$ cat config.mk
export PLATFORM = sky130hd
export DESIGN_NAME = aac_adts_header_framer_core
export DESIGN_NICKNAME = d
export VERILOG_FILES = /design/src/design/aac_fr_pkg.sv /design/src/design/aac_adts_header_framer_core.sv /design/src/design/aac_fr_track.sv /design/src/design/aac_fr_emit.sv
export SDC_FILE = /design/constraint.sdc
export NUM_CORES = 1
export LEC_CHECK = 0
export BUFFER_PORTS_ARGS = -buffer_cell sky130_fd_sc_hd__buf_2
export CAP_MARGIN = 20
export CORE_UTILIZATION = 50
export CTS_CLUSTER_DIAMETER = 120
export CTS_CLUSTER_SIZE = 8
export DETAILED_ROUTE_END_ITERATION = 8
export PLACE_DENSITY_LB_ADDON = 0.08
export SLEW_MARGIN = 25
export SYNTH_ARGS = -nofsm -noshare
export SYNTH_HDL_FRONTEND = slang
export SYNTH_SLANG_ARGS = --single-unit
$ cat constraint.sdc
create_clock -name clk -period 4.18 [get_ports clk]
set_clock_uncertainty 0.2 [all_clocks]
set_input_delay 0.209 -clock clk [delete_from_list [all_inputs] [get_ports clk]]
set_output_delay 0.209 -clock clk [all_outputs]
set_load 0.02 [all_outputs]
$ cat src/design/aac_fr_pkg.sv
package aac_fr_pkg;

	localparam logic [2:0]  HDR_LEN     = 3'd7;
	localparam logic [12:0] MAX_PAYLOAD = 13'd8184;
	localparam logic [7:0]  SYNC_HI     = 8'hFF;
	localparam logic [7:0]  SYNC_LO     = 8'hF1;
	localparam logic [7:0]  HDR_TAIL    = 8'hFC;
	localparam logic [10:0] FULLNESS    = 11'h7FF;
	localparam int          CFG_DATA_W  = 5;

	typedef enum logic [1:0] {
		CFG_OBJECT_TYPE       = 2'd0,
		CFG_SAMPLE_RATE_INDEX = 2'd1,
		CFG_CHANNEL_SETUP     = 2'd2
	} cfg_idx_t;

	typedef struct packed {
		logic [4:0] object_type;
		logic [3:0] sample_rate_index;
		logic [3:0] channel_setup;
	} cfg_t;

	typedef struct packed {
		logic [7:0]  payload_byte;
		logic        frame_start;
		logic [12:0] frame_bytes;
	} in_item_t;

	typedef struct packed {
		logic [7:0] out_byte;
		logic       is_header;
		logic       frame_end;
		logic       run_last;
	} out_item_t;

	// staged word between the frame tracker and the emitter
	typedef struct packed {
		logic        valid;
		logic [7:0]  payload_byte;
		logic        start;
		logic [12:0] total;
		logic        frame_end;
	} stage_t;

	function automatic logic [7:0] hdr_byte(cfg_t cfg, logic [12:0] total, logic [2:0] idx);
		logic [1:0] profile;
		logic [2:0] ch;
		logic [7:0] b;
		profile = cfg.object_type[1:0] + 2'd3;
		ch = cfg.channel_setup[2:0];
		case (idx)
			3'd0: b = SYNC_HI;
			3'd1: b = SYNC_LO;
			3'd2: b = {profile, cfg.sample_rate_index, 1'b0, ch[2]};
			3'd3: b = {ch[1:0], 4'b0000, total[12:11]};
			3'd4: b = total[10:3];
			3'd5: b = {total[2:0], FULLNESS[10:6]};
			3'd6: b = HDR_TAIL;
			default: b = HDR_TAIL;
		endcase
		return b;
	endfunction

endpackage

$ cat src/design/aac_adts_header_framer_core.sv
// ADTS header framer.
// item channel (valid/ready): one raw AAC byte per word; frame_start marks the
// first byte of a frame and frame_bytes then gives the payload length.
// result channel (valid/ready): the ADTS stream, one byte per word, flagged
// is_header for the seven inserted header bytes, frame_end on the last
// payload byte and run_last on the last word caused by an input word.
// cfg port: write enable, index and data; the user must see that it is
// written only while idle, which the block itself does not enforce. A word
// is registered in the stage register when accepted, its first result then
// in the result register. Continuation bytes pass at one per cycle while
// result_ready is high. A start word holds the stage register, stalling the
// input, while seven header bytes from a 3-bit header counter and then the
// byte itself go out. Words outside an open frame are dropped.
// Reset clears the open-frame counter and both valid flags and loads the
// default configuration (object type 2, rate index 4, channel setup 2).
// When the receiver stalls the result register holds; the stage register
// still takes one word, and item_ready drops once both are full.
module aac_adts_header_framer_core (
	input  logic                                  clk,
	input  logic                                  arst_n,
	input  logic                                  item_valid,
	output logic                                  item_ready,
	input  aac_fr_pkg::in_item_t                  item,
	output logic                                  result_valid,
	input  logic                                  result_ready,
	output aac_fr_pkg::out_item_t                 result,
	input  logic                                  cfg_we,
	input  logic [1:0]                            cfg_index,
	input  logic [aac_fr_pkg::CFG_DATA_W-1:0]     cfg_data
);

	aac_fr_pkg::cfg_t   cfg_q;
	aac_fr_pkg::stage_t stage;
	logic               stage_done;

	always_ff @(posedge clk or negedge arst_n) begin
		if (!arst_n) begin
			cfg_q.object_type <= 5'd2;
			cfg_q.sample_rate_index <= 4'd4;
			cfg_q.channel_setup <= 4'd2;
		end else if (cfg_we) begin
			case (cfg_index)
				aac_fr_pkg::CFG_OBJECT_TYPE: begin
					cfg_q.object_type <= cfg_data;
				end
				aac_fr_pkg::CFG_SAMPLE_RATE_INDEX: begin
					cfg_q.sample_rate_index <= cfg_data[3:0];
				end
				aac_fr_pkg::CFG_CHANNEL_SETUP: begin
					cfg_q.channel_setup <= cfg_data[3:0];
				end
				default: begin
				end
			endcase
		end
	end

	aac_fr_track u_track (
		.clk        (clk),
		.arst_n     (arst_n),
		.item_valid (item_valid),
		.item       (item),
		.item_ready (item_ready),
		.stage      (stage),
		.stage_done (stage_done)
	);

	aac_fr_emit u_emit (
		.clk          (clk),
		.arst_n       (arst_n),
		.cfg          (cfg_q),
		.stage        (stage),
		.stage_done   (stage_done),
		.result_valid (result_valid),
		.result_ready (result_ready),
		.result       (result)
	);

endmodule

$ cat src/design/aac_fr_track.sv
module aac_fr_track (
	input  logic                 clk,
	input  logic                 arst_n,
	input  logic                 item_valid,
	input  aac_fr_pkg::in_item_t item,
	output logic                 item_ready,
	output aac_fr_pkg::stage_t   stage,
	input  logic                 stage_done
);

	logic [12:0] bytes_left_q;
	logic        valid_s1;
	logic [7:0]  byte_s1;
	logic        start_s1;
	logic [12:0] total_s1;
	logic        fend_s1;

	logic        acc;
	logic        keep;
	logic [12:0] n;
	logic [12:0] next_left;

	assign item_ready = !valid_s1 || stage_done;
	assign acc = item_valid && item_ready;

	always_comb begin
		if (item.frame_bytes == 13'd0) begin
			n = 13'd1;
		end else if (item.frame_bytes > aac_fr_pkg::MAX_PAYLOAD) begin
			n = aac_fr_pkg::MAX_PAYLOAD;
		end else begin
			n = item.frame_bytes;
		end
		// a continuation word with no open frame is dropped
		keep = item.frame_start || (bytes_left_q != 13'd0);
		next_left = item.frame_start ? (n - 13'd1) : (bytes_left_q - 13'd1);
	end

	always_ff @(posedge clk or negedge arst_n) begin
		if (!arst_n) begin
			bytes_left_q <= 13'd0;
			valid_s1 <= 1'b0;
		end else if (acc) begin
			if (keep) begin
				bytes_left_q <= next_left;
			end
			valid_s1 <= keep;
		end else if (stage_done) begin
			valid_s1 <= 1'b0;
		end
	end

	always_ff @(posedge clk) begin
		if (acc) begin
			byte_s1 <= item.payload_byte;
			start_s1 <= item.frame_start;
			total_s1 <= n + {10'd0, aac_fr_pkg::HDR_LEN};
			fend_s1 <= (next_left == 13'd0);
		end
	end

	assign stage = '{valid: valid_s1, payload_byte: byte_s1, start: start_s1,
		total: total_s1, frame_end: fend_s1};

	a_fend_closes: assert property (@(posedge clk) disable iff (!arst_n)
		valid_s1 && fend_s1 |-> bytes_left_q == 13'd0)
		else $error("staged frame end with bytes still open");

	a_drop: assert property (@(posedge clk) disable iff (!arst_n)
		acc && !item.frame_start && bytes_left_q == 13'd0 |=> !valid_s1)
		else $error("word outside a frame was staged");

endmodule

$ cat src/design/aac_fr_emit.sv
module aac_fr_emit (
	input  logic                  clk,
	input  logic                  arst_n,
	input  aac_fr_pkg::cfg_t      cfg,
	input  aac_fr_pkg::stage_t    stage,
	output logic                  stage_done,
	output logic                  result_valid,
	input  logic                  result_ready,
	output aac_fr_pkg::out_item_t result
);

	logic [2:0]            idx_q;
	logic                  res_valid_q;
	aac_fr_pkg::out_item_t res_q;

	logic load;
	logic emit;
	logic hdr_phase;

	assign load = !res_valid_q || result_ready;
	assign emit = stage.valid && load;
	// start words send seven header bytes before their own byte
	assign hdr_phase = stage.start && (idx_q != aac_fr_pkg::HDR_LEN);
	assign stage_done = emit && !hdr_phase;

	always_ff @(posedge clk or negedge arst_n) begin
		if (!arst_n) begin
			idx_q <= 3'd0;
			res_valid_q <= 1'b0;
		end else begin
			if (emit) begin
				idx_q <= hdr_phase ? (idx_q + 3'd1) : 3'd0;
			end
			if (load) begin
				res_valid_q <= stage.valid;
			end
		end
	end

	always_ff @(posedge clk) begin
		if (emit) begin
			res_q.out_byte <= hdr_phase ?
				aac_fr_pkg::hdr_byte(cfg, stage.total, idx_q) : stage.payload_byte;
			res_q.is_header <= hdr_phase;
			res_q.frame_end <= !hdr_phase && stage.frame_end;
			res_q.run_last <= !hdr_phase;
		end
	end

	assign result_valid = res_valid_q;
	assign result = res_q;

	a_hdr_holds: assert property (@(posedge clk) disable iff (!arst_n)
		idx_q != 3'd0 |-> stage.valid && stage.start)
		else $error("header sequence running without a start word");

	a_done_after_hdr: assert property (@(posedge clk) disable iff (!arst_n)
		stage_done |-> !stage.start || idx_q == aac_fr_pkg::HDR_LEN)
		else $error("start word released before its header");

endmodule

# Word-level counts from Yosys, hierarchy flattened
# Index checks and enable logic that the tools add are counted.
dict set report classes {
  eq_ne 8
  n_addsub 5
  magnitude_cmp 1
  muxes 8
  reduce_logical 21
}
# operator n
set op_table {}
lappend op_table {{$pmux 8 s6} 1}
lappend op_table {{$mux 13} 3}
lappend op_table {{$logic_not 13->1} 2}
lappend op_table {{$sub 13x1->13 const B} 2}
lappend op_table {{$add 13x3->13 const B} 1}
lappend op_table {{$gt 13x13->1 const B} 1}
lappend op_table {{$reduce_bool 13->1} 1}
lappend op_table {{$mux 8} 1}
lappend op_table {{$reduce_and 2->1} 4}
lappend op_table {{$eq 3x2->1 const B} 2}
lappend op_table {{$eq 3x3->1 const B} 2}
lappend op_table {{$logic_and 1x1->1} 5}
lappend op_table {{$add 3x1->3 const B} 1}
lappend op_table {{$eq 3x1->1 const B} 1}
lappend op_table {{$logic_not 1->1} 3}
lappend op_table {{$logic_not 3->1} 1}
lappend op_table {{$logic_or 1x1->1} 3}
lappend op_table {{$mux 3} 1}
lappend op_table {{$ne 3x3->1 const B} 1}
lappend op_table {{$add 2x2->2 const B} 1}
lappend op_table {{$eq 2x1->1 const B} 1}
lappend op_table {{$eq 2x2->1 const B} 1}
lappend op_table {{$logic_not 2->1} 1}
lappend op_table {{$mux 1} 2}
lappend op_table {{$reduce_bool 2->1} 1}
dict set report word_totals {
  input_bits 34
  register_bits 61
  word_cells 58
}

# Longest topological paths before layout
# Gate-level depths: netlist of the first run.
dict set report depth {
  ltp_word 7
  depth_mapped 11
  ltp_nobuf 9
}

# Hierarchy
# From an unflattened synthesis of the first run, not the netlist that was laid out.
dict set report hier_totals {
  hier_cells 325
  area_unflattened_um2 3616.0
}
# module n_inst cells_per_inst area_per_inst_um2
set modules_own_cells {}
lappend modules_own_cells {aac_fr_track 1 206 2159.6}
lappend modules_own_cells {aac_fr_emit 1 90 947.2}
lappend modules_own_cells {aac_adts_header_framer_core 1 29 509.2}

# Worst setup path after synthesis of the first run
# OpenSTA, ideal clock, no wires.
dict set report synth_timing {
  kind {register to register}
  start {reg u_emit.idx_q[0]}
  end {reg u_track.bytes_left_q[6]}
  path_stages_with_launch 10
  path_slack_ns 1.015
  required_time_ns 3.844
  arrival_ns 2.829
  setup_time_ns 0.136
  n_path_buf 1
  cell_sequence {dfrtp_1 -> ha_1 -> ha_1 -> nand2b_1 -> clkbuf_1 -> a21boi_0 -> nor2_1 -> nand2_1 -> a211oi_1 -> a221oi_2}
}
dict set report synth_between {
  elab_chain_len 7
}
# item line_no
set synth_rtl {}
lappend synth_rtl {{start, declared} aac_fr_emit.sv:12} ;# logic [2:0] idx_q;
lappend synth_rtl {{start signal, assigned} aac_fr_emit.sv:32} ;# idx_q <= hdr_phase ? (idx_q + 3'd1) : 3'd0;
lappend synth_rtl {{$ne 3x3->1} aac_fr_emit.sv:23} ;# assign hdr_phase = stage.start && (idx_q != aac_fr_pkg::HDR_LEN);
lappend synth_rtl {{$logic_and 1x1->1} aac_fr_emit.sv:23}
lappend synth_rtl {{$logic_not 1->1} aac_fr_emit.sv:24} ;# assign stage_done = emit && !hdr_phase;
lappend synth_rtl {{$logic_and 1x1->1} aac_fr_emit.sv:24}
lappend synth_rtl {{$logic_or 1x1->1} aac_fr_track.sv:23} ;# assign item_ready = !valid_s1 || stage_done;
lappend synth_rtl {{$logic_and 1x1->1} aac_fr_track.sv:24} ;# assign acc = item_valid && item_ready;
lappend synth_rtl {{named net u_track.acc} aac_fr_track.sv:18} ;# logic acc;
lappend synth_rtl {{$reduce_and 2->1 (no line)} n/a}
lappend synth_rtl {{end signal, assigned} aac_fr_track.sv:45} ;# bytes_left_q <= next_left;
lappend synth_rtl {{end, declared} aac_fr_track.sv:11} ;# logic [12:0] bytes_left_q;
# The timed path passes the listed nets, and every way through them passes these cells.
# A chain may end at the register's enable or synchronous reset.

# Worst setup path after layout of the first run
dict set report layout_timing {
  start {reg u_emit.idx_q[0]}
  end {reg u_track.bytes_left_q[8]}
}
dict set report layout_between {
  elab_chain_len 7
}
# item line_no
set layout_rtl {}
lappend layout_rtl {{$ne 3x3->1} aac_fr_emit.sv:23}
lappend layout_rtl {{$logic_and 1x1->1} aac_fr_emit.sv:23}
lappend layout_rtl {{$logic_not 1->1} aac_fr_emit.sv:24}
lappend layout_rtl {{$logic_and 1x1->1} aac_fr_emit.sv:24}
lappend layout_rtl {{$logic_or 1x1->1} aac_fr_track.sv:23}
lappend layout_rtl {{$logic_and 1x1->1} aac_fr_track.sv:24}
lappend layout_rtl {{$reduce_and 2->1 (no line)} n/a}
# Every way passes these cells.

==> flow_summary_export.csv, run 1 <==
group,metric,value,unit
outcome,outcome,"complete, no violations",
yosys,post-synth-top-count-cell,"edfxtp_1",
cells_and_area,multi_input_area,0.00162,sq mm
yosys,synth-main-ff-cell,"edfxtp_1",
sta,period_needed,3.05,ns
floorplan,fp.dieH,85.5,um
yosys,synth.net_count,373,
cells_and_area,fillers,569,
critical_path,r2r_cells,9,
place,gp_congestion,0.902,
yosys,syn_area,0.00349,sq mm
floorplan,core-area,0.00676,sq mm
yosys,ys_seq_area_share,48.7,%
global_route,antenna_found_initial,0,
cells_and_area,area_delta_synth_final,16.8,%
clock_tree,cts_inserted_buffers,9,
yosys,yosysTopAreaCellShare,29.3,%
clock_tree,tritoncts,"done",
yosys,synth_top_family_by_area,"simple AND/OR/NAND/NOR gates",
global_route,grt.total_usage,24.2,%
critical_path,crit_path_end_kind,"flip-flop",
detailed_routing,wire_per_inst,17.8,um
detailed_routing,wl_met2,3.73,mm
yosys,synth_edf_count,34,
sta,worst_pin_slew,0.818,ns
detailed_routing,num_vias,2823,
cells_and_area,nNetsFinal,425,
global_route,grt_pass1_wl,13.3,mm
yosys,yosys_warnings,0,
run,cap_violations,0,
sta,fin_ws,1.13,ns
yosys,synth_cells,332,
place,numPortBuffers,45,
sta,maxSlewHeadroom,44.7,%
yosys,synth_xor_area_share,3.77,%
yosys,synth_area_leaders,"edfxtp_1 29%, dfrtp_1 17%, nand2_1 3.4%, mux2_2 2.9%, xnor2_1 2.8%",
critical_path,critPathRequiredTime,4.21,ns
yosys,ys_top_cells_by_count,"34 x edfxtp_1, 32 x nand2_1, 24 x dfrtp_1",
yosys,synth_mux_area_share,4.77,%
detailed_routing,dr_wl_met3,530,um
clock_tree,clock_latency,0.34,ns
yosys,synth_area_per_cell,10.5,sq um
sta,finalMaxSlewViolations,0,
critical_path,worstSetupPathType,"reg -> reg",
detailed_routing,drt-total-wl,8.34,mm
yosys,ys_seq_elements,61,
sta,final.period_utilization,72.9,%
detailed_routing,drtAntennaViolNets,0,
critical_path,cp.arrival,3.08,ns
clock_tree,clock_sinks,61,
power_and_ir_drop,power.leakage,1.59,nW
place,post-place-ws,1.19,ns
detailed_routing,avgViaCountPerCell,6.02,
yosys,yosys.area_share.simple,18.2,%
clock_tree,cts-resized-gates,0,
sta,fmax,0.328,GHz
critical_path,rr_startpoint,"u_emit.idx_q[0]$_DFFE_PN0P_",
detailed_routing,highest_layer,"met4",
power_and_ir_drop,power_density,570,mW/mm^2
global_route,grt-ovfl-total,0,
global_route,grt_pass1_vias,2606,
clock_tree,cts_buffer_depth,2,
sta,setup_viol,0,
sta,rsz0062_at_grt,"false",
yosys,netlist-cell-type-count,71,
clock_tree,root_buffer,"clkbuf_8",
sta,hold_viol_final,0,
power_and_ir_drop,irDropWorstVdd,0.000223,V
worst_hold_path,hold_start,"cfg_index[0]",
cells_and_area,antennaDiodeCount,0,
clock_tree,clk_pin_slew_worst_paths,0.07,ns
yosys,yosysTopAreaCell,"edfxtp_1",
worst_hold_path,hold_depth,3,
critical_path,startpoint_type,"flip-flop",
yosys,yosys.area_share.adder,2.51,%
detailed_routing,drc,0,
cells_and_area,drive_above_1_share,24.7,%
detailed_routing,drtIter0Drc,239,
worst_hold_path,hold_class,"in -> reg",
detailed_routing,wl_met1,4.00,mm
cells_and_area,regArea,0.00170,sq mm
sta,fin_setup_tns,0,ns
clock_tree,h-tree-depth,3,
floorplan,dieArea,0.00731,sq mm
worst_hold_path,min_to,"cfg_q[8]$_DFFE_PN0P_",
floorplan,ios,47,
yosys,synthArstFlopShare,44.3,%
floorplan,die_x,85.5,um
critical_path,rrSetupSlack,1.13,ns
place,place_hpwl,5.83,mm
floorplan,initial_core_util,51.6,%
detailed_routing,drt_first_pass_iters,4,
floorplan,fp-row-count,30,
critical_path,crit_fanout,13,
critical_path,r2r_end,"u_track.bytes_left_q[8]$_DFFE_PN0P_",
yosys,synth_compound_area_share,17.2,%
global_route,grt_max_degree,31,
==> report_power, final <==
group | internal [W] | total, W | switching, W | leakage [nW]
clock network | 0.000313 | 0.000563 | 0.000250 | 0.104
registers | 0.000855 | 0.000985 | 0.000129 | 0.634
logic | 0.000298 | 0.000774 | 0.000475 | 0.851
total | 0.00147 | 0.00232 | 0.000854 | 1.59
==> how the worst max path moves through the flow <==
stage / from / to / slack, ns / cells after the start
finish: u_emit.idx_q[0]$_DFFE_PN0P_ / u_track.bytes_left_q[8]$_DFFE_PN0P_ / 1.13 / 9
global placement: u_emit.idx_q[0]$_DFFE_PN0P_ / u_track.bytes_left_q[8]$_DFFE_PN0P_ / 1.19 / 9
detailed placement: u_emit.idx_q[0]$_DFFE_PN0P_ / u_track.bytes_left_q[8]$_DFFE_PN0P_ / 1.19 / 9
global route: u_emit.idx_q[0]$_DFFE_PN0P_ / u_track.bytes_left_q[8]$_DFFE_PN0P_ / 0.95 / 9
floorplan: u_emit.idx_q[0]$_DFFE_PN0P_ / u_track.bytes_left_q[6]$_DFFE_PN0P_ / 1.02 / 9
CTS: u_emit.idx_q[0]$_DFFE_PN0P_ / u_track.bytes_left_q[8]$_DFFE_PN0P_ / 1.16 / 9
==> layout by cell type (no fill, tap or decap), types with 4 or more instances in the layout <==
| cell | count |
|---|---|
| nand4_1 | 4 |
| nor3b_1 | 4 |
| nor2_1 | 21 |
| ha_1 | 7 |
| dfrtp_1 | 24 |
| nor3_1 | 10 |
| buf_2 | 45 |
| or3_1 | 7 |
| mux2_2 | 9 |
| xor2_1 | 4 |
| a21oi_1 | 10 |
| o221a_2 | 4 |
| inv_1 | 15 |
| xnor2_1 | 11 |
| mux2i_1 | 5 |
| a31oi_1 | 6 |
| nand2b_1 | 6 |
| o21ai_0 | 12 |
| clkbuf_8 | 9 |
| a32oi_1 | 4 |
| dlygate4sd3_1 | 14 |
| edfxtp_1 | 34 |
| nand3_1 | 15 |
| nand2_1 | 32 |
==> registers in the layout (all words and copies together) (netlist names) <==
register,flops
u_emit.result_valid,1
cfg_q,9
u_emit.idx_q,3
u_track.start_s1,1
u_track.valid_s1,1
u_emit.result,11
u_track.byte_s1,8
u_track.fend_s1,1
u_track.total_s1,13
u_track.bytes_left_q,13
==> cell type report <==
class | count | area share (%)
flip-flops and latches | 61 | 41.7
clock inverters | 6 | 1.66
clock buffers | 10 | 3.65
repair buffers | 60 | 9.15
inverters | 16 | 1.47
well taps | 80 | 2.46
multi-input cells | 236 | 39.9
==> per-layer routing <==
metal	GRT usage (%)	vias to the layer above
li1	-	1352
met5	0	-
met3	5.29	8
met2	35.3	97
met4	8.64	0
met1	35.6	1366
==> worst max-delay path, cell delays in order, from the launching register on <==
cell,delay (ns)
dfrtp_1,0.41
ha_1,0.23
ha_1,0.17
nand2b_1,0.23
a21boi_0,0.53
inv_1,0.15
and3_2,0.27
a21boi_4,0.39
o21ai_1,0.12
a222oi_1,0.23
==> kinds of logic after synthesis <==
| family | Yosys count |
|---|---|
| and+or+nand+nor | 123 |
| DFF | 61 |
| muxes | 15 |
| buffers and inverters | 35 |
| xor gates and xnor gates | 15 |
| adders and majority gates | 7 |
| AOI/OAI and AO/OA | 76 |
==> repair_timing <==
action,4_1_cts,5_1_grt
setup buffers,0,0
hold buffers,14,0
endpoints found under the hold margin,42,0
==> metrics by stage <==
step	cell area, sq um	total power [W]	cells	util [%]	hold slack, ns
2_1_floorplan	3490	0.00153	332	-	-0.287
3_3_place_gp	3720	0.00173	439	55.0	0.0863
3_5_place_dp	3720	0.00175	439	55.0	0.0932
4_1_cts	4070	0.00232	469	60.3	0.00160
5_1_grt	4070	0.00245	469	60.3	0.0388
6_report	4070	0.00232	469	60.3	0.000166
No activity file was read; power rests on OpenSTA's default activity.
==> run 2: changes to the inputs <==
- clock period: 4.18 -> 2.6 ns (I/O delays scaled with it)
==> flow_summary_export.csv, run 2 (same netlist as run 1, synthesis figures left out) <==
group,metric,value,unit
clock_tree,clock_sinks,61,
floorplan,core-area,0.00676,sq mm
power_and_ir_drop,power_frac_comb,37.4,%
floorplan,die_x,85.5,um
place,post-place-ws,0.0121,ns
place,dpl_cell_area,0.00393,sq mm
detailed_routing,avgViaCountPerCell,6.00,
clock_tree,cts_buffer_depth,2,
power_and_ir_drop,power,0.00391,W
critical_path,critPathRequiredTime,2.65,ns
place,gp_congestion,0.972,
critical_path,crit_path_end_kind,"flip-flop",
cells_and_area,nNetsFinal,463,
cells_and_area,final_cell_mix,"45 x buf_2, 34 x edfxtp_1, 32 x nand2_1",
power_and_ir_drop,power.leakage,1.77,nW
run,cap_violations,0,
clock_tree,cts_inserted_buffers,9,
sta,maxSlewHeadroom,49.9,%
power_and_ir_drop,seq_power_share,39.8,%
critical_path,setup.worst_path.start,"u_track.bytes_left_q[8]$_DFFE_PN0P_",
power_and_ir_drop,irDropWorstVdd,0.000335,V
critical_path,startpoint_type,"flip-flop",
floorplan,fp.dieH,85.5,um
global_route,grt.total_usage,25.7,%
critical_path,crit_fanout,6,
power_and_ir_drop,p_clk_share,22.8,%
global_route,antenna_found_initial,0,
sta,hold_viol_final,0,
place,place_hpwl,6.39,mm
cells_and_area,fin_util,65.1,%
detailed_routing,drc,0,
critical_path,worstSetupPathType,"reg -> reg",
cells_and_area,final_common_cell,"buf_2",
clock_tree,clk_pin_slew_worst_paths,0.07,ns
floorplan,fp-row-count,30,
worst_hold_path,hold_class,"in -> reg",
sta,rsz0062_at_grt,"true",
global_route,grt-ovfl-total,0,
global_route,grt_pass1_wl,14.2,mm
detailed_routing,drt_first_pass_iters,8,
global_route,grt_pass1_vias,2936,
detailed_routing,num_vias,3041,
place,numPortBuffers,45,
clock_tree,clock_latency,0.35,ns
cells_and_area,area_delta_synth_final,26.1,%
clock_tree,tritoncts,"done",
sta,fmax,0.395,GHz
power_and_ir_drop,internal_power,0.00250,W
critical_path,cp.arrival,2.59,ns
power_and_ir_drop,power_density,889,mW/mm^2
sta,worst_pin_slew,0.742,ns
sta,fin_ws,0.0653,ns
clock_tree,h-tree-depth,3,
cells_and_area,antennaDiodeCount,0,
critical_path,r2r_cells,7,
sta,period_needed,2.53,ns
sta,setup_viol,0,
clock_tree,root_buffer,"clkbuf_8",
cells_and_area,finish.instance_area,0.00440,sq mm
outcome,outcome,"complete, no violations",
floorplan,initial_core_util,51.6,%
worst_hold_path,hold_start,"item[11]",
detailed_routing,drtIter0Drc,191,
floorplan,ios,47,
sta,final.period_utilization,97.5,%
critical_path,rr_startpoint,"u_track.bytes_left_q[8]$_DFFE_PN0P_",
detailed_routing,wire_per_inst,17.7,um
cells_and_area,drive_above_1_share,30.0,%
worst_hold_path,hold_depth,2,
power_and_ir_drop,switching_share,36.2,%
sta,finalMaxSlewViolations,0,
floorplan,dieArea,0.00731,sq mm
detailed_routing,drt-total-wl,8.95,mm
detailed_routing,drtAntennaViolNets,0,
sta,fin_setup_tns,0,ns
global_route,grt_max_degree,28,
power_and_ir_drop,p_sw,0.00142,W
[run 2: area by class of cell]
cell class	instances	area (sq um)
clock buffer	11	151
multi-input combinational	237	1650
timing repair buffer	97	681
sequential	61	1700
tap	80	100
fill	549	2360
inverter	16	60.1
clock inverter	5	58.8
[run 2: worst max-delay path: stages, from the launching register on]
cell and delay [ns]:
dfrtp_1 0.41, or4_1 0.56, a222oi_1 0.40, a211o_2 0.22, buf_4 0.14, nor2_1 0.05, mux2_4 0.26, a221oi_2 0.21
[run 2: final timing paths]
check,endpoint,slack (ns)
hold / removal,u_track.total_s1[11]$_DFFE_PP_,0.02
hold reg to reg,u_emit.result_valid$_DFFE_PN0N_,0.31
setup / recovery,u_track.bytes_left_q[6]$_DFFE_PN0P_,0.07
min in group asynchronous,u_track.bytes_left_q[8]$_DFFE_PN0P_,0.15
max in group asynchronous,cfg_q[2]$_DFFE_PN0P_,1.60
setup reg to reg,u_track.bytes_left_q[6]$_DFFE_PN0P_,0.07
[run 2: repair_timing]
item | in CTS | in global routing
endpoints found under the setup margin | 1 | 8
gates resized for setup | 0 | 1
hold buffers | 21 | 0
buffers inserted | 0 | 3
cloned | 0 | 1
pin swaps | 1 | 2
endpoints found under the hold margin | 45 | 0
[run 2: metal layers]
metal / part of all wire (%) / track usage (%)
met3: 7.0 / 5.49
met2: 45 / 41.1
met4: 2.3 / 10.5
met1: 45 / 34.3
met5: 0 / 0
[run 2: through the flow]
stage / instances / hold WS, ns
after floorplan: 332 / -0.366
after global placement: 466 / -0.00155
after detailed placement: 466 / 0.00195
after CTS: 503 / 0.00323
after global routing: 507 / 0.0343
final: 507 / 0.0201
[run 2: power by group through the flow]
| stage | registers (W) | clock network (W) | logic [W] |
|---|---|---|---|
| 2_1_floorplan | 0.00162 | 0 | 0.000842 |
| 3_3_place_gp | 0.00156 | 0 | 0.00133 |
| 3_5_place_dp | 0.00157 | 0 | 0.00136 |
| 4_1_cts | 0.00155 | 0.000903 | 0.00139 |
| 5_1_grt | 0.00159 | 0.000946 | 0.00160 |
| 6_report | 0.00156 | 0.000890 | 0.00146 |
==> run 3: changes to the inputs <==
- SETUP_SLACK_MARGIN: unset -> 0.1
- clock period: 2.6 -> 2.64 ns (I/O delays scaled with it)
==> flow_summary_export.csv, run 3 (same netlist as run 1, synthesis figures left out) <==
group,metric,value,unit
outcome,outcome,"complete, no violations",
sta,fin_setup_tns,0,ns
cells_and_area,drive_above_1_share,29.5,%
detailed_routing,avgViaCountPerCell,5.94,
critical_path,crit_path_end_kind,"flip-flop",
cells_and_area,antennaDiodeCount,0,
sta,finalMaxSlewViolations,0,
floorplan,core-area,0.00676,sq mm
critical_path,worstSetupPathType,"reg -> reg",
sta,period_needed,2.46,ns
global_route,grt_max_degree,28,
cells_and_area,final_common_cell,"buf_2",
sta,setup_viol,0,
power_and_ir_drop,irDropWorstVdd,0.000380,V
clock_tree,clk_pin_slew_worst_paths,0.07,ns
sta,maxSlewHeadroom,56.5,%
critical_path,crit_path_top_delay_cell,"or4_4",
clock_tree,root_buffer,"clkbuf_8",
sta,rsz0062_at_grt,"false",
global_route,grt_pass1_vias,2802,
place,post-place-ws,0.155,ns
cells_and_area,final_cell_mix,"45 x buf_2, 34 x edfxtp_1, 32 x nand2_1",
detailed_routing,wire_per_inst,17.3,um
power_and_ir_drop,power_density,876,mW/mm^2
cells_and_area,nNetsFinal,457,
clock_tree,clock_latency,0.35,ns
place,place_hpwl,6.28,mm
detailed_routing,drt-total-wl,8.65,mm
clock_tree,tritoncts,"done",
sta,hold_viol_final,0,
floorplan,dieArea,0.00731,sq mm
sta,fin_ws,0.179,ns
detailed_routing,drtAntennaViolNets,0,
sta,final.period_utilization,93.2,%
run,cap_violations,0,
floorplan,ios,47,
clock_tree,cts_buffer_depth,2,
floorplan,fp-row-count,30,
floorplan,initial_core_util,51.6,%
detailed_routing,drtIter0Drc,214,
detailed_routing,drt_first_pass_iters,4,
critical_path,startpoint_type,"flip-flop",
place,numPortBuffers,45,
sta,fmax,0.406,GHz
critical_path,path_cells,"or4_4 > a222oi_1 > a211o_2 > a21boi_4 > buf_4 > o21bai_1 > a22o_1",
detailed_routing,num_vias,2978,
detailed_routing,drc,0,
critical_path,crit_fanout,5,
place,gp_congestion,0.952,
floorplan,die_x,85.5,um
power_and_ir_drop,power.leakage,1.74,nW
floorplan,fp.dieH,85.5,um
global_route,antenna_found_initial,0,
global_route,grt-ovfl-total,0,
clock_tree,cts_inserted_buffers,9,
global_route,grt.total_usage,25.0,%
sta,worst_pin_slew,0.653,ns
cells_and_area,area_delta_synth_final,24.5,%
worst_hold_path,hold_class,"in -> reg",
critical_path,critPathRequiredTime,2.73,ns
critical_path,cpPeakStageDelay,0.52,ns
clock_tree,clock_sinks,61,
clock_tree,h-tree-depth,3,
critical_path,cp.arrival,2.55,ns
global_route,grt_pass1_wl,13.8,mm
-- run 3: changes by cell type in the layout (fill, tap and decap cells not counted), sizes merged --
cell	before	now
buf	76	72
clkbuf	11	13
clkinv	2	1
clkinvlp	2	1
dlygate4sd3	21	20
nor2	23	22
-- run 3: power breakdown --
group	internal [W]	switching, W	total (W)	leakage [nW]
Combinational	0.000584	0.000817	0.00140	1.01
Clock	0.000490	0.000381	0.000871	0.0998
Sequential	0.00135	0.000177	0.00153	0.634
Total	0.00243	0.00138	0.00380	1.74
-- run 3: cell type report --
type	instances	area [sq um]
Sequential cell	61	1700
Multi-Input combinational cell	236	1640
Inverter	16	60.1
Clock buffer	13	159
Timing Repair Buffer	92	632
Tap cell	80	100
Clock inverter	3	46.3
Fill cell	564	2410
-- run 3: stage by stage --
| step | std cells | utilization (%) | power, W | hold WS, ns | cell area (sq um) |
|---|---|---|---|---|---|
| floorplan | 332 | - | 0.00243 | -0.364 | 3500 |
| finish | 501 | 64.3 | 0.00380 | 0.0191 | 4340 |
| global route | 501 | 64.3 | 0.00401 | 0.0317 | 4340 |
| detailed placement | 463 | 57.8 | 0.00287 | 0.00243 | 3910 |
| global placement | 463 | 57.8 | 0.00284 | 0.00586 | 3910 |
| CTS | 499 | 63.8 | 0.00377 | 0.00852 | 4310 |
-- run 3: metal layers --
layer / vias to the layer above / global-route usage [%] / share of wire, %
li1: 1415 / - / -
met1: 1431 / 36.1 / 49
met2: 115 / 37.3 / 44
met3: 17 / 4.43 / 5.7
met4: 0 / 10.9 / 1.9
met5: - / 0 / 0
-- run 3: critical path, delay by kind of cell, from the launching register on --
kind                   cells  cell delay [ns]
AOI/OAI and AO/OA          5             1.10
and+or+nand+nor            1             0.52
DFF                        1             0.41
buffers and inverters      1             0.17
-- run 3: what timing repair did --
| action | CTS | global route |
|---|---|---|
| endpoints found under the hold margin | 46 | 0 |
| endpoints found under the setup margin | 0 | 10 |
| gates resized for setup | 0 | 3 |
| setup buffers | 0 | 2 |
| hold buffers | 20 | 0 |
-- run 3: worst paths after layout --
kind / cells after the start / start / end / slack [ns]
max in group asynchronous: 2 / arst_n / cfg_q[8]$_DFFE_PN0P_ / 1.66
min in group asynchronous: 2 / arst_n / u_emit.result_valid$_DFFE_PN0N_ / 0.15
min: 4 / item_valid / u_track.bytes_left_q[12]$_DFFE_PN0P_ / 0.02
max: 7 / u_track.bytes_left_q[8]$_DFFE_PN0P_ / u_track.bytes_left_q[3]$_DFFE_PN0P_ / 0.18
min reg2reg: 1 / u_track.valid_s1$_DFFE_PN0P_ / u_emit.result_valid$_DFFE_PN0N_ / 0.28
max reg2reg: 7 / u_track.bytes_left_q[8]$_DFFE_PN0P_ / u_track.bytes_left_q[3]$_DFFE_PN0P_ / 0.18
